### config.mk
export PLATFORM = sky130hd
export DESIGN_NAME = line_rasterizer_core
export DESIGN_NICKNAME = d
export VERILOG_FILES = /design/src/rtl/lr_pkg.sv /design/src/rtl/line_rasterizer_core.sv /design/src/rtl/lr_queue.sv /design/src/rtl/lr_front.sv /design/src/rtl/lr_back.sv
export SDC_FILE = /design/constraint.sdc
export NUM_CORES = 1
export LEC_CHECK = 0
export ABC_AREA = 1
export BUFFER_PORTS_ARGS = -buffer_cell sky130_fd_sc_hd__buf_4
export CAP_MARGIN = 20
export CORE_ASPECT_RATIO = 0.9
export CORE_UTILIZATION = 55
export CTS_CLUSTER_SIZE = 16
export DETAILED_ROUTE_END_ITERATION = 8
export PLACE_DENSITY = 0.77
export SYNTH_ARGS = -nofsm -noshare
export SYNTH_HDL_FRONTEND = slang
export SYNTH_HIERARCHICAL = 1
export SYNTH_SLANG_ARGS = --single-unit
### constraint.sdc
create_clock -name clk -period 3.7 [get_ports clk]
set_clock_uncertainty 0.2 [all_clocks]
set_input_delay 0.37 -clock clk [delete_from_list [all_inputs] [get_ports clk]]
set_output_delay 0.37 -clock clk [all_outputs]
set_load 0.05 [all_outputs]
### src/rtl/lr_pkg.sv
// Package for the line rasteriser: word types, the line descriptor and the stepper states.
// Every module of the line rasteriser imports it; it depends on nothing else.
package lr_pkg;

	// Fixed port widths of the coordinate and colour fields.
	localparam int COORD_W = 6;
	localparam int COLOR_W = 24;

	// Default number of coordinate bits that take part in drawing.
	localparam int COORD_BITS_DEF = 6;

	// Depth of the descriptor and pixel queues.
	localparam int QUEUE_DEPTH = 2;

	// One input word: a line given by two endpoints and a colour.
	typedef struct packed {
		logic [COORD_W-1:0] x_a;
		logic [COORD_W-1:0] y_a;
		logic [COORD_W-1:0] x_b;
		logic [COORD_W-1:0] y_b;
		logic [COLOR_W-1:0] color;
	} line_t;

	// One output word: a single pixel of a line.
	typedef struct packed {
		logic [COORD_W-1:0] pixel_x;
		logic [COORD_W-1:0] pixel_y;
		logic [COLOR_W-1:0] pixel_color;
		logic               last_pixel;
	} pixel_t;

	// A classified line, ready for the stepper.
	typedef struct packed {
		logic               major_x;
		logic               neg;
		logic [COORD_W-1:0] s_maj;
		logic [COORD_W-1:0] s_min;
		logic [COORD_W-1:0] dmaj;
		logic [COORD_W-1:0] adm;
		logic [COLOR_W-1:0] color;
	} desc_t;

	// Stepper states.
	typedef enum logic {
		BK_IDLE,
		BK_RUN
	} back_state_t;

endpackage

### src/rtl/line_rasterizer_core.sv
// Line rasteriser top level: front end, descriptor queue, stepper and pixel queue.
// Depends on lr_pkg, lr_front, lr_queue and lr_back.
//
// Each input word is a line between two endpoints with a colour; the block returns one word per
// pixel, stepping one unit along the axis with the larger span (y on a tie), the last pixel
// flagged. A line whose major span is n gives n + 1 pixels, so up to 2^COORD_BITS pixels; the
// stepper first takes the classified line and then makes its pixels. The single stepper in the
// back end makes one pixel per cycle while the pixel queue has room. The front end classifies
// a line in the cycle it is pushed; a two-word queue lets up to two classified lines wait while
// the stepper works, and a two-word pixel queue holds results while pop is low. Coincident
// endpoints give a single pixel.
module line_rasterizer_core #(
	parameter int COORD_BITS = lr_pkg::COORD_BITS_DEF
) (
	input  logic           clk,
	input  logic           arst_n,
	input  logic           push,
	input  lr_pkg::line_t  line,
	output logic           full,
	input  logic           pop,
	output lr_pkg::pixel_t pixel,
	output logic           empty
);
	import lr_pkg::*;

	desc_t  desc_in;
	desc_t  desc_head;
	logic   desc_empty;
	logic   desc_pop;
	pixel_t pixel_next;
	logic   pixel_full;
	logic   pixel_push;

	// Classify the incoming line.
	lr_front #(
		.COORD_BITS(COORD_BITS)
	) u_front (
		.line(line),
		.desc(desc_in)
	);

	// Classified lines waiting for the stepper.
	lr_queue #(
		.T(desc_t),
		.DEPTH(QUEUE_DEPTH)
	) u_desc_queue (
		.clk(clk),
		.arst_n(arst_n),
		.push(push),
		.wdata(desc_in),
		.full(full),
		.pop(desc_pop),
		.rdata(desc_head),
		.empty(desc_empty)
	);

	// Step along the line.
	lr_back u_back (
		.clk(clk),
		.arst_n(arst_n),
		.desc(desc_head),
		.desc_empty(desc_empty),
		.desc_pop(desc_pop),
		.pixel(pixel_next),
		.pixel_full(pixel_full),
		.pixel_push(pixel_push)
	);

	// Pixels waiting to be taken.
	lr_queue #(
		.T(pixel_t),
		.DEPTH(QUEUE_DEPTH)
	) u_pixel_queue (
		.clk(clk),
		.arst_n(arst_n),
		.push(pixel_push),
		.wdata(pixel_next),
		.full(pixel_full),
		.pop(pop),
		.rdata(pixel),
		.empty(empty)
	);

endmodule

### src/rtl/lr_queue.sv
// Small first-in first-out queue of packed words, used between the parts of the rasteriser.
// Depends on lr_pkg for the default depth.
module lr_queue #(
	parameter type T     = logic,
	parameter int  DEPTH = lr_pkg::QUEUE_DEPTH
) (
	input  logic clk,
	input  logic arst_n,
	input  logic push,
	input  T     wdata,
	output logic full,
	input  logic pop,
	output T     rdata,
	output logic empty
);
	import lr_pkg::*;

	localparam int AW = (DEPTH > 1) ? $clog2(DEPTH) : 1;
	localparam int CW = $clog2(DEPTH + 1);

	T              mem_q [DEPTH];
	logic [AW-1:0] wr_ptr_q;
	logic [AW-1:0] rd_ptr_q;
	logic [CW-1:0] count_q;
	logic          do_push;
	logic          do_pop;

	// A push is taken only when there is room, a pop only when a word is held.
	assign full    = (count_q == CW'(DEPTH));
	assign empty   = (count_q == '0);
	assign do_push = push && !full;
	assign do_pop  = pop && !empty;
	assign rdata   = mem_q[rd_ptr_q];

	// Storage is written at the tail pointer.
	always_ff @(posedge clk) begin
		if (do_push) begin
			mem_q[wr_ptr_q] <= wdata;
		end
	end

	// Pointers wrap at the depth; the count tracks occupancy.
	always_ff @(posedge clk or negedge arst_n) begin
		if (!arst_n) begin
			wr_ptr_q <= '0;
			rd_ptr_q <= '0;
			count_q  <= '0;
		end else begin
			if (do_push) begin
				wr_ptr_q <= (wr_ptr_q == AW'(DEPTH - 1)) ? '0 : wr_ptr_q + AW'(1);
			end
			if (do_pop) begin
				rd_ptr_q <= (rd_ptr_q == AW'(DEPTH - 1)) ? '0 : rd_ptr_q + AW'(1);
			end
			if (do_push && !do_pop) begin
				count_q <= count_q + CW'(1);
			end else if (do_pop && !do_push) begin
				count_q <= count_q - CW'(1);
			end
		end
	end

endmodule

### src/rtl/lr_front.sv
// Front end of the rasteriser: reduces the endpoints to the drawing width and classifies the line.
// Depends on lr_pkg for the word and descriptor types.
module lr_front #(
	parameter int COORD_BITS = lr_pkg::COORD_BITS_DEF
) (
	input  lr_pkg::line_t line,
	output lr_pkg::desc_t desc
);
	import lr_pkg::*;

	localparam logic [COORD_W-1:0] MASK = COORD_W'((1 << COORD_BITS) - 1);

	logic [COORD_W-1:0] ax, ay, bx, by;
	logic [COORD_W-1:0] dx, dy;
	logic [COORD_W-1:0] sx, sy, ex, ey;
	logic [COORD_W-1:0] s_maj, e_maj, s_min, e_min;
	logic               major_x;
	logic               first_a;
	logic               neg;

	always_comb begin
		// Only the low coordinate bits take part.
		ax = line.x_a & MASK;
		ay = line.y_a & MASK;
		bx = line.x_b & MASK;
		by = line.y_b & MASK;

		// Spans on both axes; a tie makes y the major axis.
		dx      = (ax < bx) ? (bx - ax) : (ax - bx);
		dy      = (ay < by) ? (by - ay) : (ay - by);
		major_x = (dx > dy);

		// The endpoint with the smaller major coordinate starts the line.
		first_a = major_x ? (ax < bx) : (ay < by);
		sx      = first_a ? ax : bx;
		sy      = first_a ? ay : by;
		ex      = first_a ? bx : ax;
		ey      = first_a ? by : ay;

		s_maj = major_x ? sx : sy;
		e_maj = major_x ? ex : ey;
		s_min = major_x ? sy : sx;
		e_min = major_x ? ey : ex;

		// The minor delta is kept as magnitude and direction.
		neg = (e_min < s_min);

		desc.major_x = major_x;
		desc.neg     = neg;
		desc.s_maj   = s_maj;
		desc.s_min   = s_min;
		desc.dmaj    = e_maj - s_maj;
		desc.adm     = neg ? (s_min - e_min) : (e_min - s_min);
		desc.color   = line.color;
	end

endmodule

### src/rtl/lr_back.sv
// Back end: steps on the major axis, one pixel per cycle while the pixel queue has room.
// Depends on lr_pkg for the descriptor, pixel and state types.
module lr_back (
	input  logic          clk,
	input  logic          arst_n,
	input  lr_pkg::desc_t desc,
	input  logic          desc_empty,
	output logic          desc_pop,
	output lr_pkg::pixel_t pixel,
	input  logic          pixel_full,
	output logic          pixel_push
);
	import lr_pkg::*;

	back_state_t        state_q, state_d;
	logic               major_x_q;
	logic               neg_q;
	logic [COORD_W-1:0] mj_q;
	logic [COORD_W-1:0] mn_q;
	logic [COORD_W-1:0] off_q;
	logic [COORD_W-1:0] dmaj_q;
	logic [COORD_W-1:0] adm_q;
	logic [COORD_W-1:0] rem_q;
	logic [COLOR_W-1:0] color_q;
	logic [COORD_W:0]   rem_sum;
	logic               carry;
	logic [COORD_W-1:0] rem_d;
	logic               last;

	// The remainder grows by the minor span each step and moves the minor coordinate
	// by one whenever it reaches the major span, which gives the truncated quotient.
	always_comb begin
		rem_sum = {1'b0, rem_q} + {1'b0, adm_q};
		carry   = (rem_sum >= {1'b0, dmaj_q});
		rem_d   = carry ? COORD_W'(rem_sum - {1'b0, dmaj_q}) : COORD_W'(rem_sum);
		last    = (off_q == dmaj_q);
	end

	// Current pixel, with the axes put back in place.
	always_comb begin
		pixel.pixel_x     = major_x_q ? mj_q : mn_q;
		pixel.pixel_y     = major_x_q ? mn_q : mj_q;
		pixel.pixel_color = color_q;
		pixel.last_pixel  = last;
	end

	// State register.
	always_ff @(posedge clk or negedge arst_n) begin
		if (!arst_n) begin
			state_q <= BK_IDLE;
		end else begin
			state_q <= state_d;
		end
	end

	// Next state and handshakes: load a descriptor when idle, then emit until the last pixel.
	always_comb begin
		state_d    = state_q;
		desc_pop   = 1'b0;
		pixel_push = 1'b0;
		unique case (state_q)
			BK_IDLE: begin
				if (!desc_empty) begin
					desc_pop = 1'b1;
					state_d  = BK_RUN;
				end
			end
			BK_RUN: begin
				if (!pixel_full) begin
					pixel_push = 1'b1;
					if (last) begin
						state_d = BK_IDLE;
					end
				end
			end
			default: begin
				state_d = BK_IDLE;
			end
		endcase
	end

	// Stepper datapath.
	always_ff @(posedge clk) begin
		if (desc_pop) begin
			major_x_q <= desc.major_x;
			neg_q     <= desc.neg;
			mj_q      <= desc.s_maj;
			mn_q      <= desc.s_min;
			off_q     <= '0;
			dmaj_q    <= desc.dmaj;
			adm_q     <= desc.adm;
			rem_q     <= '0;
			color_q   <= desc.color;
		end else if (pixel_push && !last) begin
			mj_q  <= mj_q + COORD_W'(1);
			off_q <= off_q + COORD_W'(1);
			rem_q <= rem_d;
			if (carry) begin
				mn_q <= neg_q ? (mn_q - COORD_W'(1)) : (mn_q + COORD_W'(1));
			end
		end
	end

endmodule

==> flow_summary.json, run 1 <==
{
  "fin_crit_sh_pct": 120,
  "synthCells": 1310,
  "vias": 9553,
  "finalSetupViolCount": 22,
  "gp_congestion": 0.870,
  "drc": 0,
  "first_global_vias": 9472,
  "final_core_util_pct": 72.2,
  "layout.cells.most_common": "nand2_1",
  "hold_viol": 0,
  "totalWireLength_um": 29100,
  "ys_seq_area_share_pct": 56.2,
  "clock-sinks": 245,
  "top_usage_layer": "met2",
  "clk_path_buf_depth": 3,
  "cap_violations": 0,
  "synth.top_cell.area_share_pct": 52.5,
  "netlist_top_cells_area": "edfxtp_1 (53%), nand2_1 (15%), ha_1 (6.3%)",
  "start_util_pct": 56.5,
  "slew_headroom_pct": 34.5,
  "netlist_area_um2": 12800,
  "grt_antenna_before_repair": 0,
  "placed_cell_area_um2": 14600,
  "grt_use_met2_pct": 43.7,
  "cts-root-buf": "clkbuf_16",
  "setup_ws_ps": -743,
  "crit_type": "in2reg",
  "portBuffers": 90,
  "dieWidth_um": 163,
  "hold_end": "u_desc_queue/wr_ptr_q$_DFFE_PN0P_",
  "dieArea_um2": 23900,
  "crit_path_max_incr_delay_ps": 420,
  "syn_area_per_cell_um2": 9.77,
  "drive_gt1_share_pct": 28.4,
  "cts.reportedPaths.clkPinSlew_ps": 60,
  "ant_nets": 0,
  "grt_max_degree": 52,
  "ys.flop_type": "edfxtp_1",
  "grt_pass1_wl_um": 45900,
  "violations": "negative setup slack",
  "clk_latency_ps": 520,
  "via_per_inst": 5.15,
  "fin_area_um2": 16400,
  "arrival_ps": 4480,
  "drt_iter0_markers": 747,
  "final_cell_mix": "nand2_1 (486), buf_4 (229), edfxtp_1 (224), inv_1 (109), ha_1 (45)",
  "fin_nets": 1668,
  "numCtsBuffers": 24,
  "rsz0062_at_grt": "true",
  "synth_edf_count": 224,
  "status": "finished with violations",
  "synth.distinct_cells": 43,
  "crit_top_cell": "nand2_1",
  "diodes": 0,
  "io_pins": 91,
  "die_h_um": 147,
  "hp-start": "push",
  "cp.required_ps": 3740,
  "yosys.area.top_type": "edfxtp_1",
  "tritoncts": "yes",
  "first_pass_iters": 5,
  "grtUsageMet1_pct": 30.5,
  "row_count": 52,
  "endpoint_kind": "flip-flop",
  "ys_seq_elements": 245,
  "ys_warn_count": 6,
  "finalCriticalPeriod_ps": 4440,
  "worst_pin_slew_ps": 982,
  "synthArstFlopShare_pct": 3.67,
  "syn_to_final_growth_pct": 27.8,
  "synth_nets": 1436,
  "grtUsageMet3_pct": 2.77,
  "pre_cts_ws_ps": -1310,
  "setup_tns_ps": -11580,
  "grt_remaining_overflow": 0,
  "dp_hpwl_um": 18800,
  "hold_class": "in2reg",
  "worstReg2RegEnd": "u_back/mn_q[1]$_DFFE_PP_",
  "startpoint_type": "input pin",
  "critPathSlowestCell": "fa_2",
  "fmax_mhz": 225,
  "rr_startpoint": "u_back/adm_q[0]$_DFFE_PP_",
  "r2r_slack_ps": 290,
  "hold_depth": 5,
  "crit_fanout": 11,
  "core_um2": 22600,
  "htree_num_levels": 1,
  "ff2ff_path_depth": 15,
  "grt_usage_pct": 24.2,
  "final_max_slew_viol_count": 0,
  "wl_per_cell_um": 15.7
}
## state kept, by name, indices dropped and copies added, names as in the netlist, 6 cells and up
name                 count
u_back/mn_q              6
u_back/mj_q              6
u_back/color_q          24
u_back/adm_q             6
u_desc_queue/mem_q     100
u_back/rem_q             6
u_pixel_queue/mem_q     74
u_back/dmaj_q            6
u_back/off_q             6
## synthesized netlist by cell type (9+ instances only)
master and count:
a21oi_1 40, buf_2 10, buf_4 30, buf_6 13, dfrtp_1 9, dfxtp_1 12, edfxtp_1 224, fa_1 10
ha_1 64, inv_1 125, inv_2 20, nand2_1 500, nand3_1 45, nor2_1 36, o21ai_0 36, o21ai_1 26
o21ai_2 13, xnor2_1 9, xor2_1 24
## kinds of logic after synthesis
logic type                 share of synthesized area [%]
muxes                                              0.235
and+or+nand+nor                                     19.9
xor gates and xnor gates                            2.26
DFF                                                 56.2
adders and majority gates                           7.82
AOI/OAI and AO/OA                                   5.75
buffers and inverters                               7.86
## area by class of cell
type	instances	area, um^2
sequential	245	7190
fill	1520	6280
multi-input combinational	859	5280
timing repair buffer	266	2150
clock buffer	34	688
inverter	146	576
tap	297	372
clock inverter	9	93.8
## worst max-delay path by stage
stage | start | end | depth (start not counted) | slack, ps
2_1_floorplan | line[36] | u_desc_queue/mem_q[0][27]$_DFFE_PP_ | 40 | -890
3_3_place_gp | line[34] | u_desc_queue/mem_q[0][28]$_DFFE_PP_ | 30 | -1180
3_5_place_dp | line[36] | u_desc_queue/mem_q[0][28]$_DFFE_PP_ | 33 | -1310
4_1_cts | line[36] | u_desc_queue/mem_q[0][27]$_DFFE_PP_ | 39 | -590
5_1_grt | line[24] | u_desc_queue/mem_q[1][28]$_DFFE_PP_ | 36 | -930
6_report | line[32] | u_desc_queue/mem_q[1][28]$_DFFE_PP_ | 33 | -740
## worst max-delay path: cells and delay by family
kind | cells | cell delay (ps)
buffers and inverters | 6 | 680
adder cells (fa/ha/maj) | 3 | 950
AND/OR/NAND/NOR | 16 | 1470
XOR/XNOR | 2 | 190
AO/OA/AOI/OAI | 6 | 800
## stage by stage
step / hold slack (ps) / instances
after floorplan: -126 / 1310
after global placement: 0.833 / 1771
after detailed placement: 2.53 / 1771
after CTS: 68.1 / 1846
after global routing: 106 / 1856
final: 82.4 / 1856
## what timing repair did
item,4_1_cts,5_1_grt
endpoints found under the setup margin,22,28
hold buffers,28,0
cloned,1,2
hold endpoints to repair,58,0
resized for setup,31,79
buffers inserted,3,8
pin swaps,17,22
## routing by layer
metal,vias up,share of wire [%]
li1,4742,-
met1,4498,42
met2,263,52
met3,50,3.8
met4,0,2.2
met5,-,0
Power of run 1 is not shown: default switching activity piles up to over one toggle a cycle in this logic, so the estimate is an artifact.
==> run 2: changes to the inputs <==
CORE_ASPECT_RATIO = unset   (was 0.9)
==> flow_summary.json, run 2 (synthesis results as in run 1) <==
{
  "rsz0062_at_grt": "true",
  "final_core_util_pct": 72.1,
  "startpoint_type": "input pin",
  "drc": 0,
  "dp_hpwl_um": 19300,
  "crit_fanout": 8,
  "layout.cells.most_common": "nand2_1",
  "io_pins": 91,
  "first_pass_iters": 5,
  "crit_type": "in2reg",
  "via_per_inst": 5.23,
  "top_register": "u_desc_queue/mem_q",
  "arrival_ps": 4550,
  "clk_latency_ps": 550,
  "critPathSlowestCell": "ha_1",
  "status": "finished with violations",
  "hold_class": "reg2reg",
  "hold_viol": 0,
  "diodes": 0,
  "setup_ws_ps": -708,
  "largest_registers": "u_desc_queue/mem_q x100, u_pixel_queue/mem_q x74, u_back/color_q x24",
  "cap_violations": 0,
  "fin_crit_sh_pct": 119,
  "final_max_slew_viol_count": 0,
  "totalWireLength_um": 29000,
  "fmax_mhz": 227,
  "row_count": 55,
  "drive_gt1_share_pct": 28.3,
  "grt_usage_pct": 23.9,
  "fin_nets": 1674,
  "wl_per_cell_um": 15.7,
  "first_global_vias": 9443,
  "drt_iter0_markers": 710,
  "hold_end": "u_pixel_queue/mem_q[0][13]$_DFFE_PP_",
  "worst_pin_slew_ps": 1000,
  "grt_antenna_before_repair": 0,
  "slew_headroom_pct": 33.3,
  "startpoint": "line[36]",
  "largest_reg_flops": 100,
  "violations": "negative setup slack",
  "fin_area_um2": 16400,
  "die_h_um": 155,
  "ant_nets": 0,
  "grt_max_degree": 52,
  "cts-root-buf": "clkbuf_16",
  "syn_to_final_growth_pct": 27.9,
  "r2r_slack_ps": 270,
  "numCtsBuffers": 25,
  "htree_num_levels": 1,
  "grt_pass1_wl_um": 45500,
  "crit_path_max_incr_delay_ps": 350,
  "vias": 9684,
  "finalSetupViolCount": 22,
  "clk_path_buf_depth": 3,
  "gp_congestion": 0.874,
  "endpoint_kind": "flip-flop",
  "core_um2": 22700,
  "final_cell_mix": "nand2_1 (481), buf_4 (227), edfxtp_1 (224), inv_1 (110), ha_1 (48)",
  "fillers": 1533,
  "ff2ff_path_depth": 15,
  "hold_depth": 0,
  "cts.reportedPaths.clkPinSlew_ps": 60,
  "path_buf_inv": 6,
  "rr_startpoint": "u_back/adm_q[0]$_DFFE_PP_",
  "cp.required_ps": 3840,
  "hp-start": "u_back/color_q[12]$_DFFE_PP_",
  "finalCriticalPeriod_ps": 4410,
  "tritoncts": "yes",
  "grt_remaining_overflow": 0,
  "placed_cell_area_um2": 14600,
  "clock-sinks": 245,
  "dieArea_um2": 23900,
  "start_util_pct": 56.4,
  "worstReg2RegEnd": "u_back/mn_q[4]$_DFFE_PP_",
  "portBuffers": 90,
  "cp_top_family": "simple AND/OR/NAND/NOR gates",
  "dieWidth_um": 155
}
==> run 2: changes by cell type in the layout (fill, tap and decap cells not counted), sizes merged <==
cell    previous run  this run
buf              236       242
clkinv             5        11
clkbuf            36        32
bufinv             1         2
inv              148       147
==> run 2: metal layers <==
layer	vias up	global-route usage (%)	part of all wire [%]
met3	68	2.89	4.6
met5	-	0	0
met4	0	7.78	2.9
met1	4602	29.8	41
li1	4744	-	-
met2	270	43.1	51
==> run 2: per-stage QoR <==
stage / hold slack, ps / setup TNS [ps] / setup slack (ps) / std cells
CTS: 218 / -9120 / -577 / 1838
detailed placement: 6.66 / -30980 / -1280 / 1755
finish: 228 / -10890 / -708 / 1852
global route: 236 / -15410 / -954 / 1852
floorplan: -126 / -13080 / -888 / 1310
global placement: 1.69 / -26720 / -1170 / 1755
==> run 2: worst max-delay path by stage <==
stage,end,slack [ps],cells past startpoint
3_5_place_dp,u_desc_queue/mem_q[0][27]$_DFFE_PP_,-1280,34
3_3_place_gp,u_desc_queue/mem_q[0][35]$_DFFE_PP_,-1170,37
2_1_floorplan,u_desc_queue/mem_q[0][27]$_DFFE_PP_,-890,40
6_report,u_desc_queue/mem_q[1][26]$_DFFE_PP_,-710,33
4_1_cts,u_desc_queue/mem_q[0][27]$_DFFE_PP_,-580,36
5_1_grt,u_desc_queue/mem_q[0][27]$_DFFE_PP_,-950,29
==> run 2: cell type report <==
class / count / area [um^2] / share of cell area [%]
inverters: 146 / 578 / 3.53
repair buffers: 271 / 2230 / 13.6
multi-input cells: 859 / 5220 / 31.9
well taps: 285 / 357 / 2.18
clock inverters: 15 / 144 / 0.879
clock buffers: 31 / 658 / 4.02
flip-flops and latches: 245 / 7190 / 43.9
==> run 2: repair_timing <==
item                                    in CTS  in global routing
cloned                                       1                  1
endpoints found under the setup margin      22                 22
gates resized for setup                     34                 75
pin swaps                                   11                 25
buffers inserted                             9                 15
hold endpoints to repair                    59                  0
hold buffers                                28                  0
==> run 2: worst register-to-register path: cells and delay by family (launching register included) <==
kind / cells / cell delay (ps)
buffers and inverters: 1 / 70
adders and majority gates: 3 / 1060
DFF: 1 / 410
and+or+nand+nor: 11 / 1370
Power of run 2 is left out for the same reason.
